## src/hw/rtl/bcd_pkg.sv

```systemverilog
// Shared types and constants of the blink code decoder.
// No dependencies; every other file of the block refers to this package.
package bcd_pkg;

    localparam int unsigned GapWidth   = 16;
    localparam int unsigned CountWidth = 4;
    localparam int unsigned CodeWidth  = 8;
    localparam int unsigned KindWidth  = 2;
    localparam int unsigned AddrWidth  = 2;

    localparam logic [GapWidth-1:0]   GAP_SAT       = '1;
    localparam logic [CountWidth-1:0] PULSE_SAT     = '1;
    localparam logic [GapWidth-1:0]   RST_GAP_MIN   = 16'd200;
    localparam logic [GapWidth-1:0]   RST_GAP_MAX   = 16'd250;
    localparam logic [GapWidth-1:0]   RST_END_GAP   = 16'd500;
    localparam logic [KindWidth-1:0]  RST_CODE_KIND = 2'd1;

    localparam logic [AddrWidth-1:0] REG_DIGIT_GAP_MIN = 2'd0;
    localparam logic [AddrWidth-1:0] REG_DIGIT_GAP_MAX = 2'd1;
    localparam logic [AddrWidth-1:0] REG_END_GAP       = 2'd2;
    localparam logic [AddrWidth-1:0] REG_CODE_KIND     = 2'd3;

    localparam logic OP_TICK  = 1'b0;
    localparam logic OP_START = 1'b1;

    localparam logic EV_CODE = 1'b0;
    localparam logic EV_DONE = 1'b1;

    typedef struct packed {
        logic [GapWidth-1:0]  digit_gap_min;
        logic [GapWidth-1:0]  digit_gap_max;
        logic [GapWidth-1:0]  end_gap;
        logic [KindWidth-1:0] code_kind;
    } cfg_t;

    typedef struct packed {
        logic                 event_res;
        logic [CodeWidth-1:0] code;
        logic [KindWidth-1:0] kind;
    } result_t;

endpackage

```

## src/hw/rtl/blink_code_decoder.sv

```systemverilog
// Blink code decoder top level: decodes two-digit blink codes from line ticks.
// A result is registered in the result queue before it appears on m_tvalid.
// Throughput: one input beat per cycle; s_tready drops only while two results wait.
// Reset (rst_n low, asynchronous): registers take their defaults, the pass is
// finished so ticks are ignored until a start, and the result queue is empty.
module blink_code_decoder
(
    input  logic                          clk,
    input  logic                          rst_n,
    input  logic                          cfg_we,
    input  logic [bcd_pkg::AddrWidth-1:0] cfg_addr,
    input  logic [bcd_pkg::GapWidth-1:0]  cfg_wdata,
    input  logic                          s_tvalid,
    output logic                          s_tready,
    input  logic [7:0]                    s_tdata,  // level, then zero fill
    input  logic                          s_tuser,  // op
    output logic                          m_tvalid,
    input  logic                          m_tready,
    output logic [15:0]                   m_tdata,  // code, kind, then zero fill
    output logic                          m_tuser   // event_res
);

    bcd_pkg::cfg_t    cfg;
    logic             accept;
    logic             res_valid;
    bcd_pkg::result_t res;
    bcd_pkg::result_t out_res;

    assign accept = s_tvalid && s_tready;

    bcd_cfg u_cfg
    (
        .clk       (clk),
        .rst_n     (rst_n),
        .cfg_we    (cfg_we),
        .cfg_addr  (cfg_addr),
        .cfg_wdata (cfg_wdata),
        .cfg       (cfg)
    );

    bcd_core u_core
    (
        .clk       (clk),
        .rst_n     (rst_n),
        .cfg       (cfg),
        .in_valid  (accept),
        .op        (s_tuser),
        .level     (s_tdata[0]),
        .res_valid (res_valid),
        .res       (res)
    );

    bcd_outq u_outq
    (
        .clk       (clk),
        .rst_n     (rst_n),
        .push      (res_valid),
        .push_data (res),
        .has_room  (s_tready),
        .out_valid (m_tvalid),
        .out_ready (m_tready),
        .out_data  (out_res)
    );

    assign m_tdata = {6'b000000, out_res.kind, out_res.code};
    assign m_tuser = out_res.event_res;

endmodule

```

## src/hw/rtl/bcd_cfg.sv

```systemverilog
// Configuration register file of the blink code decoder.
// Depends on bcd_pkg.
module bcd_cfg
(
    input  logic                          clk,
    input  logic                          rst_n,
    input  logic                          cfg_we,
    input  logic [bcd_pkg::AddrWidth-1:0] cfg_addr,
    input  logic [bcd_pkg::GapWidth-1:0]  cfg_wdata,
    output bcd_pkg::cfg_t                 cfg
);

    bcd_pkg::cfg_t cfg_reg;
    bcd_pkg::cfg_t cfg_next;

    always_comb
    begin
        cfg_next = cfg_reg;
        if (cfg_we)
        begin
            unique case (cfg_addr)
                bcd_pkg::REG_DIGIT_GAP_MIN: cfg_next.digit_gap_min = cfg_wdata;
                bcd_pkg::REG_DIGIT_GAP_MAX: cfg_next.digit_gap_max = cfg_wdata;
                bcd_pkg::REG_END_GAP:       cfg_next.end_gap       = cfg_wdata;
                bcd_pkg::REG_CODE_KIND:
                    cfg_next.code_kind = cfg_wdata[bcd_pkg::KindWidth-1:0];
                default: cfg_next = cfg_reg;
            endcase
        end
    end

    always_ff @(posedge clk or negedge rst_n)
    begin
        if (!rst_n)
        begin
            cfg_reg.digit_gap_min <= bcd_pkg::RST_GAP_MIN;
            cfg_reg.digit_gap_max <= bcd_pkg::RST_GAP_MAX;
            cfg_reg.end_gap       <= bcd_pkg::RST_END_GAP;
            cfg_reg.code_kind     <= bcd_pkg::RST_CODE_KIND;
        end
        else
        begin
            cfg_reg <= cfg_next;
        end
    end

    assign cfg = cfg_reg;

endmodule

```

## src/hw/rtl/bcd_core.sv

```systemverilog
// Tick decoder: pulse counting, gap timing, digit and code forming.
// Depends on bcd_pkg.
module bcd_core
(
    input  logic            clk,
    input  logic            rst_n,
    input  bcd_pkg::cfg_t   cfg,
    input  logic            in_valid,
    input  logic            op,
    input  logic            level,
    output logic            res_valid,
    output bcd_pkg::result_t res
);

    logic [bcd_pkg::GapWidth-1:0]   gap_timer_reg,   gap_timer_next;
    logic                           prev_level_reg,  prev_level_next;
    logic [bcd_pkg::CountWidth-1:0] pulse_count_reg, pulse_count_next;
    logic [bcd_pkg::CountWidth-1:0] first_digit_reg, first_digit_next;
    logic                           digit_taken_reg, digit_taken_next;
    logic                           pass_done_reg,   pass_done_next;

    logic [bcd_pkg::GapWidth-1:0]  gap_inc;
    logic                          digit_hit;
    logic                          end_hit;
    logic [bcd_pkg::CodeWidth-1:0] code_val;

    assign gap_inc   = (gap_timer_reg == bcd_pkg::GAP_SAT) ? gap_timer_reg
                                                           : gap_timer_reg + 1'b1;
    assign digit_hit = (gap_inc >= cfg.digit_gap_min) && (gap_inc <= cfg.digit_gap_max)
                       && !digit_taken_reg;
    assign end_hit   = gap_inc >= cfg.end_gap;
    assign code_val  = {1'b0, first_digit_reg, 3'b000} + {3'b000, first_digit_reg, 1'b0}
                       + {4'b0000, pulse_count_reg};

    always_comb
    begin
        gap_timer_next   = gap_timer_reg;
        prev_level_next  = prev_level_reg;
        pulse_count_next = pulse_count_reg;
        first_digit_next = first_digit_reg;
        digit_taken_next = digit_taken_reg;
        pass_done_next   = pass_done_reg;
        res_valid        = 1'b0;
        res.event_res    = bcd_pkg::EV_CODE;
        res.code         = code_val;
        res.kind         = cfg.code_kind;
        if (in_valid)
        begin
            if (op == bcd_pkg::OP_START)
            begin
                pass_done_next  = 1'b0;
                gap_timer_next  = '0;
                prev_level_next = 1'b0;
            end
            else if (!pass_done_reg)
            begin
                prev_level_next = level;
                if (level)
                begin
                    if (!prev_level_reg && (pulse_count_reg != bcd_pkg::PULSE_SAT))
                    begin
                        pulse_count_next = pulse_count_reg + 1'b1;
                    end
                    gap_timer_next   = '0;
                    digit_taken_next = 1'b0;
                end
                else if (digit_hit)
                begin
                    digit_taken_next = 1'b1;
                    gap_timer_next   = '0;
                    pulse_count_next = '0;
                    if (first_digit_reg == '0)
                    begin
                        first_digit_next = pulse_count_reg;
                    end
                    else if (pulse_count_reg != '0)
                    begin
                        res_valid        = 1'b1;
                        first_digit_next = '0;
                    end
                end
                else
                begin
                    gap_timer_next = gap_inc;
                    if (end_hit)
                    begin
                        res_valid      = 1'b1;
                        res.event_res  = bcd_pkg::EV_DONE;
                        res.code       = '0;
                        pass_done_next = 1'b1;
                    end
                end
            end
        end
    end

    always_ff @(posedge clk or negedge rst_n)
    begin
        if (!rst_n)
        begin
            gap_timer_reg   <= '0;
            prev_level_reg  <= 1'b0;
            pulse_count_reg <= '0;
            first_digit_reg <= '0;
            digit_taken_reg <= 1'b0;
            pass_done_reg   <= 1'b1;
        end
        else
        begin
            gap_timer_reg   <= gap_timer_next;
            prev_level_reg  <= prev_level_next;
            pulse_count_reg <= pulse_count_next;
            first_digit_reg <= first_digit_next;
            digit_taken_reg <= digit_taken_next;
            pass_done_reg   <= pass_done_next;
        end
    end

endmodule

```

## src/hw/rtl/bcd_outq.sv

```systemverilog
// Result register with a skid stage, two results deep.
// Depends on bcd_pkg.
module bcd_outq
(
    input  logic             clk,
    input  logic             rst_n,
    input  logic             push,
    input  bcd_pkg::result_t push_data,
    output logic             has_room,
    output logic             out_valid,
    input  logic             out_ready,
    output bcd_pkg::result_t out_data
);

    logic [1:0]       count_reg, count_next;
    bcd_pkg::result_t head_reg, head_next;
    bcd_pkg::result_t skid_reg, skid_next;
    logic             pop;

    assign pop      = out_valid && out_ready;
    assign has_room = count_reg != 2'd2;

    always_comb
    begin
        count_next = count_reg;
        head_next  = head_reg;
        skid_next  = skid_reg;
        unique case (count_reg)
            2'd0:
            begin
                if (push)
                begin
                    head_next  = push_data;
                    count_next = 2'd1;
                end
            end
            2'd1:
            begin
                if (push && pop)
                begin
                    head_next = push_data;
                end
                else if (push)
                begin
                    skid_next  = push_data;
                    count_next = 2'd2;
                end
                else if (pop)
                begin
                    count_next = 2'd0;
                end
            end
            2'd2:
            begin
                if (pop)
                begin
                    head_next  = skid_reg;
                    count_next = 2'd1;
                end
            end
            default: count_next = 2'd0;
        endcase
    end

    always_ff @(posedge clk or negedge rst_n)
    begin
        if (!rst_n)
        begin
            count_reg <= 2'd0;
        end
        else
        begin
            count_reg <= count_next;
        end
    end

    always_ff @(posedge clk)
    begin
        head_reg <= head_next;
        skid_reg <= skid_next;
    end

    assign out_valid = count_reg != 2'd0;
    assign out_data  = head_reg;

endmodule

```

## config.mk

```make
export PLATFORM = sky130hd
export DESIGN_NAME = blink_code_decoder
export DESIGN_NICKNAME = d
export VERILOG_FILES = /design/src/hw/rtl/bcd_pkg.sv /design/src/hw/rtl/blink_code_decoder.sv /design/src/hw/rtl/bcd_cfg.sv /design/src/hw/rtl/bcd_core.sv /design/src/hw/rtl/bcd_outq.sv
export SDC_FILE = /design/constraint.sdc
export NUM_CORES = 1
export LEC_CHECK = 0
export ABC_AREA = 0
export BUFFER_PORTS_ARGS = -buffer_cell sky130_fd_sc_hd__buf_2
export CELL_PAD_IN_SITES_DETAIL_PLACEMENT = 1
export CELL_PAD_IN_SITES_GLOBAL_PLACEMENT = 1
export CORE_ASPECT_RATIO = 1.4
export CORE_MARGIN = 2
export CORE_UTILIZATION = 51
export DETAILED_ROUTE_END_ITERATION = 12
export GPL_ROUTABILITY_DRIVEN = 0
export PLACE_DENSITY = 0.95
export SYNTH_ARGS = -nofsm -noshare
export SYNTH_HDL_FRONTEND = slang
export SYNTH_SLANG_ARGS = --single-unit
```

## constraint.sdc

```tcl
create_clock -name clk -period 9.6 [get_ports clk]
set_clock_uncertainty 0.2 [all_clocks]
set_input_delay 0 -clock clk [delete_from_list [all_inputs] [get_ports clk]]
set_output_delay 0 -clock clk [all_outputs]
set_load 0.005 [all_outputs]
```

Yosys cells after proc, flatten, opt, wreduce, memory -nomap -nowiden
Cells that the tools add are included.

word-level totals
  logic and storage cells = 112
  bits in registers = 101
  output and inout port bits = 19

cells by class
  magnitude comparators = 3
  add/subtract/negate cells = 4
  eq/ne operators = 15
  reduce and logical (&&, ||, !) cells = 27
  bitwise gates (word level) = 4
  multiplexer cells = 42

operator list
  kind                   number
  $mux 16                5
  $mux 9                 6
  $mux 11                3
  $pmux 11 s3            1
  $ge 16x16->1           2
  $mux 4                 5
  $add 16x1->16 const B  1
  $eq 16x16->1 const B   1
  $le 16x16->1           1
  $mux 1                 16
  $reduce_and 4->1       3
  $mux 2                 5
  $reduce_and 2->1       5
  $add 7x5->8            1
  $add 8x4->8            1
  $ne 2x1->1 const B     4
  $eq 2x2->1 const B     3
  $logic_and 1x1->1      6
  $ne 2x2->1 const B     3
  $pmux 2 s3             1
  $reduce_and 6->1       1
  $reduce_bool 2->1      3
  $reduce_and 5->1       1
  $add 4x1->4 const B    1
  other kinds (10)       16

Depth between registers and ports, before layout
  depth after elaboration = 13
  mapped depth = 20
  gate-level depth less buffers = 18

By module
From an unflattened synthesis, not the netlist that was laid out.

unflattened totals
  cells, all modules = 537
  area total of the unflattened synthesis = 5970.7 sq um

modules (own cells, without submodules)
  module              sequential area each (sq um)  area an instance (sq um)  times used  cells each
  bcd_core            676.9                         3065.4                    1           374
  bcd_cfg             1271.2                        1913.1                    1           107
  bcd_outq            710.7                         937.1                     1           48
  blink_code_decoder  0.0                           55.1                      1           8

Least setup slack after synthesis
No wires, ideal clock.

  path kind = register -> register
  start point = register u_core.gap_timer_reg[0] (netlist bit)
  end point = register u_outq.skid_reg[0] (netlist bit) (enable)
  path buffers = 2
  required time = 9007 ps
  cell stages (with the launch flop) = 20
  data arrival time = 4337 ps
  setup slack = 4670 ps
  cell sequence = dfrtp_1 ha_1 nand4_1 nor4_1 nand2b_1 buf_2 nand2b_2 nor2_1 and3_1 xor2_1 ha_1 nand4_1 nor4_2 a21boi_1 o31a_1 o21ai_2 or2_1 buf_6 and2_4 nor3_1

on the way
  word-level cells in the longest chain between the ends = 13
  elaborated cells between the ends (all ways) = 17
  those cells by class = 1 x add/sub; 3 x order compare; 1 x eq/ne; 7 x mux; 1 x bitwise; 4 x reduce/logical

RTL lines
  element                                               line                            text
  start: declaration                                    bcd_core.sv:15                  logic [bcd_pkg::GapWidth-1:0] gap_timer_reg, gap_timer_next;
  start signal: assignment                              bcd_core.sv:110                 gap_timer_reg <= gap_timer_next;
  $add 16x1->16 / $eq 16x16->1 (equally long branches)  bcd_core.sv:28, bcd_core.sv:27
  $mux 16 (*)                                           bcd_core.sv:27                  assign gap_inc = (gap_timer_reg == bcd_pkg::GAP_SAT) ? gap_timer_reg
  $ge 16x16->1 / $le 16x16->1 (equally long branches)   bcd_core.sv:29                  assign digit_hit = (gap_inc >= cfg.digit_gap_min) && (gap_inc <= cfg.digit_gap_max)
  $logic_and 1x1->1                                     bcd_core.sv:29
  $logic_and 1x1->1                                     bcd_core.sv:30                  && !digit_taken_reg;
  $mux 1 (*)                                            bcd_core.sv:67                  else if (digit_hit)
  $mux 1 (*)                                            bcd_core.sv:58                  if (level)
  $mux 1 (*)                                            bcd_core.sv:55                  else if (!pass_done_reg)
  $mux 1 (*)                                            bcd_core.sv:49                  if (op == bcd_pkg::OP_START)
  $mux 1 (*)                                            bcd_core.sv:47                  if (in_valid)
  $logic_and 1x1->1                                     bcd_outq.sv:39                  if (push && pop)
  $not 1->1 (no line)                                   --
  $reduce_and 3->1 (no line) (*)                        --
  end signal: assignment                                bcd_outq.sv:80                  skid_reg <= skid_next;
  end: declaration                                      bcd_outq.sv:17                  bcd_pkg::result_t skid_reg, skid_next;

Mark *: on every way between the ends. The rest lies on a longest branch, timed or not.
A chain may end at the register's enable or synchronous reset.

Worst setup path after layout
  start point = register u_core.gap_timer_reg[3] (netlist bit)
  end point = register u_outq.skid_reg[0] (netlist bit) (enable)

The elaborated chain is that of the path after synthesis.

==> insert_results.sql <==
INSERT INTO impl_metrics (metric_group, metric, value, unit) VALUES
('outcome', 'run_status', 'completed', ''),
('critical_path', 'crit_top_cell', 'sky130_fd_sc_hd__nand4_1', ''),
('finish', 'multi_input_comb_area', '2930', 'um^2'),
('clock_network', 'cts-htree-levels', '3', ''),
('clock_network', 'worst_skew_pair_later_pin_latency', '360', 'ps'),
('yosys', 'ys_dominant_reg_cell', 'sky130_fd_sc_hd__dfrtp_1', ''),
('timing', 'setup_slack', '3140', 'ps'),
('timing', 'final-hold-violation-count', '0', ''),
('pwr', 'seq_power_share', '48.2', '%'),
('finish', 'number_of_flip_flops_under_the_largest_register_name', '50', ''),
('yosys', 'netlist_top_cells_area', 'sky130_fd_sc_hd__dfrtp_1, sky130_fd_sc_hd__ha_1, sky130_fd_sc_hd__edfxtp_1', ''),
('pwr', 'pwr_density_cell', '166', 'nW/um^2'),
('yosys', 'synth_edf_count', '22', ''),
('yosys', 'synth_largest_area_cell', 'sky130_fd_sc_hd__dfrtp_1', ''),
('die', 'floorplan.die_area', '12400', 'um^2'),
('flow_run', 'max_cap_viol_count', '0', ''),
('pwr', 'power_switching_share', '30.4', '%'),
('route', 'avgRoutedWirePerCell', '21.9', 'um'),
('clock_network', 'cts_made_buffers', '9', ''),
('yosys', 'synth_top_cell_area_share', '26.3', '%'),
('timing', 'timing.setup.tns', '0', 'ps'),
('route', 'avgViaCountPerCell', '6.02', ''),
('place', 'dp_hpwl', '11000', 'um'),
('yosys', 'synth.top_cells.by_count', 'sky130_fd_sc_hd__dfrtp_1, sky130_fd_sc_hd__ha_1, sky130_fd_sc_hd__nand2_1', ''),
('finish', 'sequential_area', '2660', 'um^2'),
('critical_path', 'crit_type', 'flop to flop', ''),
('timing', 'max_clock_freq', '155', 'MHz'),
('pwr', 'p_switching', '338', 'uW'),
('critical_path', 'worst_path_max_delay_cell', 'sky130_fd_sc_hd__nor3_1', ''),
('critical_path', 'end_kind', 'flop', ''),
('finish', 'fin_nets', '714', ''),
('place', 'numPlacedInstances', '731', ''),
('place', 'dpl-instance-area', '6180', 'um^2'),
('timing', 'period_share', '67.3', '%'),
('grt', 'grt_pass1_wl', '27500', 'um'),
('yosys', 'unique_masters_post_synth', '68', ''),
('clock_network', 'clock_path_buffers', '2', ''),
('yosys', 'synth_most_common_cell', 'sky130_fd_sc_hd__dfrtp_1', ''),
('grt', 'grt.total_usage', '28.6', '%'),
('route', 'antenna_left', '0', ''),
('critical_path', 'timing.critical_path.cells', 'nand4_1 -> nor4_1 -> nand2b_1 -> and3_1 -> nor3b_1 -> xor2_1 -> ha_1 -> nand4_1 -> nor4_2 -> a21boi_1 -> o31a_1 -> o21ai_2 -> or2_1 -> and2_4 -> nor3_1 -> buf_4', ''),
('yosys', 'mappedNetlistArea', '5900', 'um^2'),
('place', 'dpl_worst_slack', '3340', 'ps'),
('finish', 'layout.filler_cells', '1247', ''),
('finish', 'area_growth', '13.6', '%'),
('timing', 'final-setup-viol-count', '0', ''),
('grt', 'globalRoute.totalOverflow', '0', ''),
('clock_network', 'cts_setup_buffers', '0', ''),
('pwr', 'clkPwrFrac', '31.2', '%'),
('critical_path', 'required', '9470', 'ps'),
('yosys', 'yosysSeqAreaShare', '45.1', '%'),
('timing', 'drv_slew', '0', ''),
('clock_network', 'cts_resized', '0', ''),
('route', 'first_pass_iters', '4', ''),
('pwr', 'power_report.internal_total', '775', 'uW'),
('yosys', 'synth_seq_cells', '101', ''),
('die', 'core.rowCount', '46', ''),
('clock_network', 'cts_root_buf', 'sky130_fd_sc_hd__clkbuf_16', ''),
('clock_network', 'tritoncts_num_sinks', '101', ''),
('critical_path', 'max_stage_delay', '760', 'ps'),
('finish', 'postLayoutCellArea', '6700', 'um^2'),
('pwr', 'power.static_leakage', '3.15', 'nW'),
('hold_path', 'min_path_type', 'input pin to flop', ''),
('die', 'fp.dieH', '131', 'um'),
('die', 'fp.coreArea', '11300', 'um^2'),
('grt', 'via_count_of_the_first_global_routing_pass', '5380', ''),
('grt', 'antenna_found_initial', '1', ''),
('die', 'top_level_ports', '51', ''),
('timing', 'rsz_0062_raised_after_global_routing', 'false', ''),
('critical_path', 'critPathTopFamily', 'simple AND/OR/NAND/NOR gates', ''),
('critical_path', 'worst_ep_arrival_time', '6330', 'ps');
power by group through the flow:
stage                     registers, mW  clock network (mW)  logic (mW)
after floorplan                   0.525                   0       0.146
after global placement            0.534                   0       0.185
after detailed placement          0.539                   0       0.207
after CTS                         0.533               0.348       0.224
after global routing              0.541               0.366       0.254
final                             0.536               0.348       0.229
worst register-to-register path: cells and delay by family, from the launching register on:
kind | cells | cell delay, ps
compound gates | 3 | 660
fa+ha+maj | 1 | 330
flops | 1 | 500
buf+inv | 1 | 300
simple gates | 10 | 3970
xor+xnor | 1 | 200
per-stage QoR:
step	total power [mW]	hold WS (ps)	utilization [%]
floorplan	0.672	-496	-
global placement	0.720	7.93	54.8
detailed placement	0.746	24.7	54.8
CTS	1.11	7.09	59.4
global route	1.16	79.9	59.4
finish	1.11	13.7	59.4
cells in the final DEF, fill, tap and decap left out, types with 3 or more instances in the layout:
cell                            netlist  layout
sky130_fd_sc_hd__a21oi_1             26      26
sky130_fd_sc_hd__or3_1                4       4
sky130_fd_sc_hd__nand2b_1             3       3
sky130_fd_sc_hd__conb_1               1       6
sky130_fd_sc_hd__and2_4               4       4
sky130_fd_sc_hd__nor2b_1              6       6
sky130_fd_sc_hd__xor2_1               5       5
sky130_fd_sc_hd__inv_1               54      54
sky130_fd_sc_hd__a21o_1              10      10
sky130_fd_sc_hd__dfstp_2             17      17
sky130_fd_sc_hd__nor4_1               4       4
sky130_fd_sc_hd__mux2_2              42      42
sky130_fd_sc_hd__a31oi_1              4       4
sky130_fd_sc_hd__buf_2                4      36
sky130_fd_sc_hd__nor3_1               3       3
sky130_fd_sc_hd__nand3_1             13      13
sky130_fd_sc_hd__xnor2_1              8       8
sky130_fd_sc_hd__dlygate4sd3_1        0      24
sky130_fd_sc_hd__nor2_1              26      26
sky130_fd_sc_hd__dfrtp_1             62      62
sky130_fd_sc_hd__a22o_1              12      12
sky130_fd_sc_hd__a211oi_1             3       3
sky130_fd_sc_hd__buf_4                6       3
sky130_fd_sc_hd__nand2_1             55      55
sky130_fd_sc_hd__nand3b_1             3       3
sky130_fd_sc_hd__and3_1               3       3
sky130_fd_sc_hd__edfxtp_1            22      22
sky130_fd_sc_hd__o21ai_0             40      40
sky130_fd_sc_hd__o21a_1               3       3
sky130_fd_sc_hd__ha_1                58      58
sky130_fd_sc_hd__o31ai_1              5       5
sky130_fd_sc_hd__nand4_1              5       5
sky130_fd_sc_hd__clkbuf_16            0       9
layer usage:
| layer | up-vias | share of wire (%) | track usage (%) | wire length, um |
|---|---|---|---|---|
| met5 | - | 0 | 0 | 0 |
| met4 | 0 | 6.9 | 17.5 | 1170 |
| met3 | 83 | 2.9 | 4.87 | 486 |
| met2 | 131 | 54 | 51.4 | 9120 |
| met1 | 2330 | 36 | 30.2 | 6170 |
| li1 | 2102 | - | - | - |
repair_timing:
item,CTS,global route
setup endpoints to repair,0,0
endpoints found under the hold margin,121,0
hold buffers,24,0
kinds of logic (layout without fill, tap and decap cells):
group,after synthesis,in the layout,synth area share [%]
AO/OA/AOI/OAI,123,123,13.5
XOR/XNOR,13,13,1.93
adder cells (fa/ha/maj),60,60,13.0
buffers and inverters,78,135,5.60
flip-flops,101,101,45.1
multiplexers,42,42,8.02
other,1,7,0.0636
AND/OR/NAND/NOR,147,147,12.8
final cells by class:
class | instances | area share, %
clock buffers | 11 | 3.47
inverters | 56 | 3.18
clock inverters | 5 | 0.579
flip-flops and latches | 101 | 39.7
repair buffers | 63 | 6.61
well taps | 144 | 2.69
multi-input cells | 391 | 43.7
diodes | 1 | 0.0374
worst paths after layout:
check	endpoint	from	cells past startpoint	slack [ps]
max reg2reg	u_outq.skid_reg[0]	u_core.gap_timer_reg[3]	16	3140
max	u_outq.skid_reg[0]	u_core.gap_timer_reg[3]	16	3140
min	u_core.digit_taken_reg	s_tvalid	4	10
min in group asynchronous	u_cfg.cfg[46]	rst_n	2	160
min reg2reg	u_outq.skid_reg[1]	u_cfg.cfg[1]	0	300
max in group asynchronous	u_core.gap_timer_reg[4]	rst_n	2	8380
(Power assumes the default switching activity.)
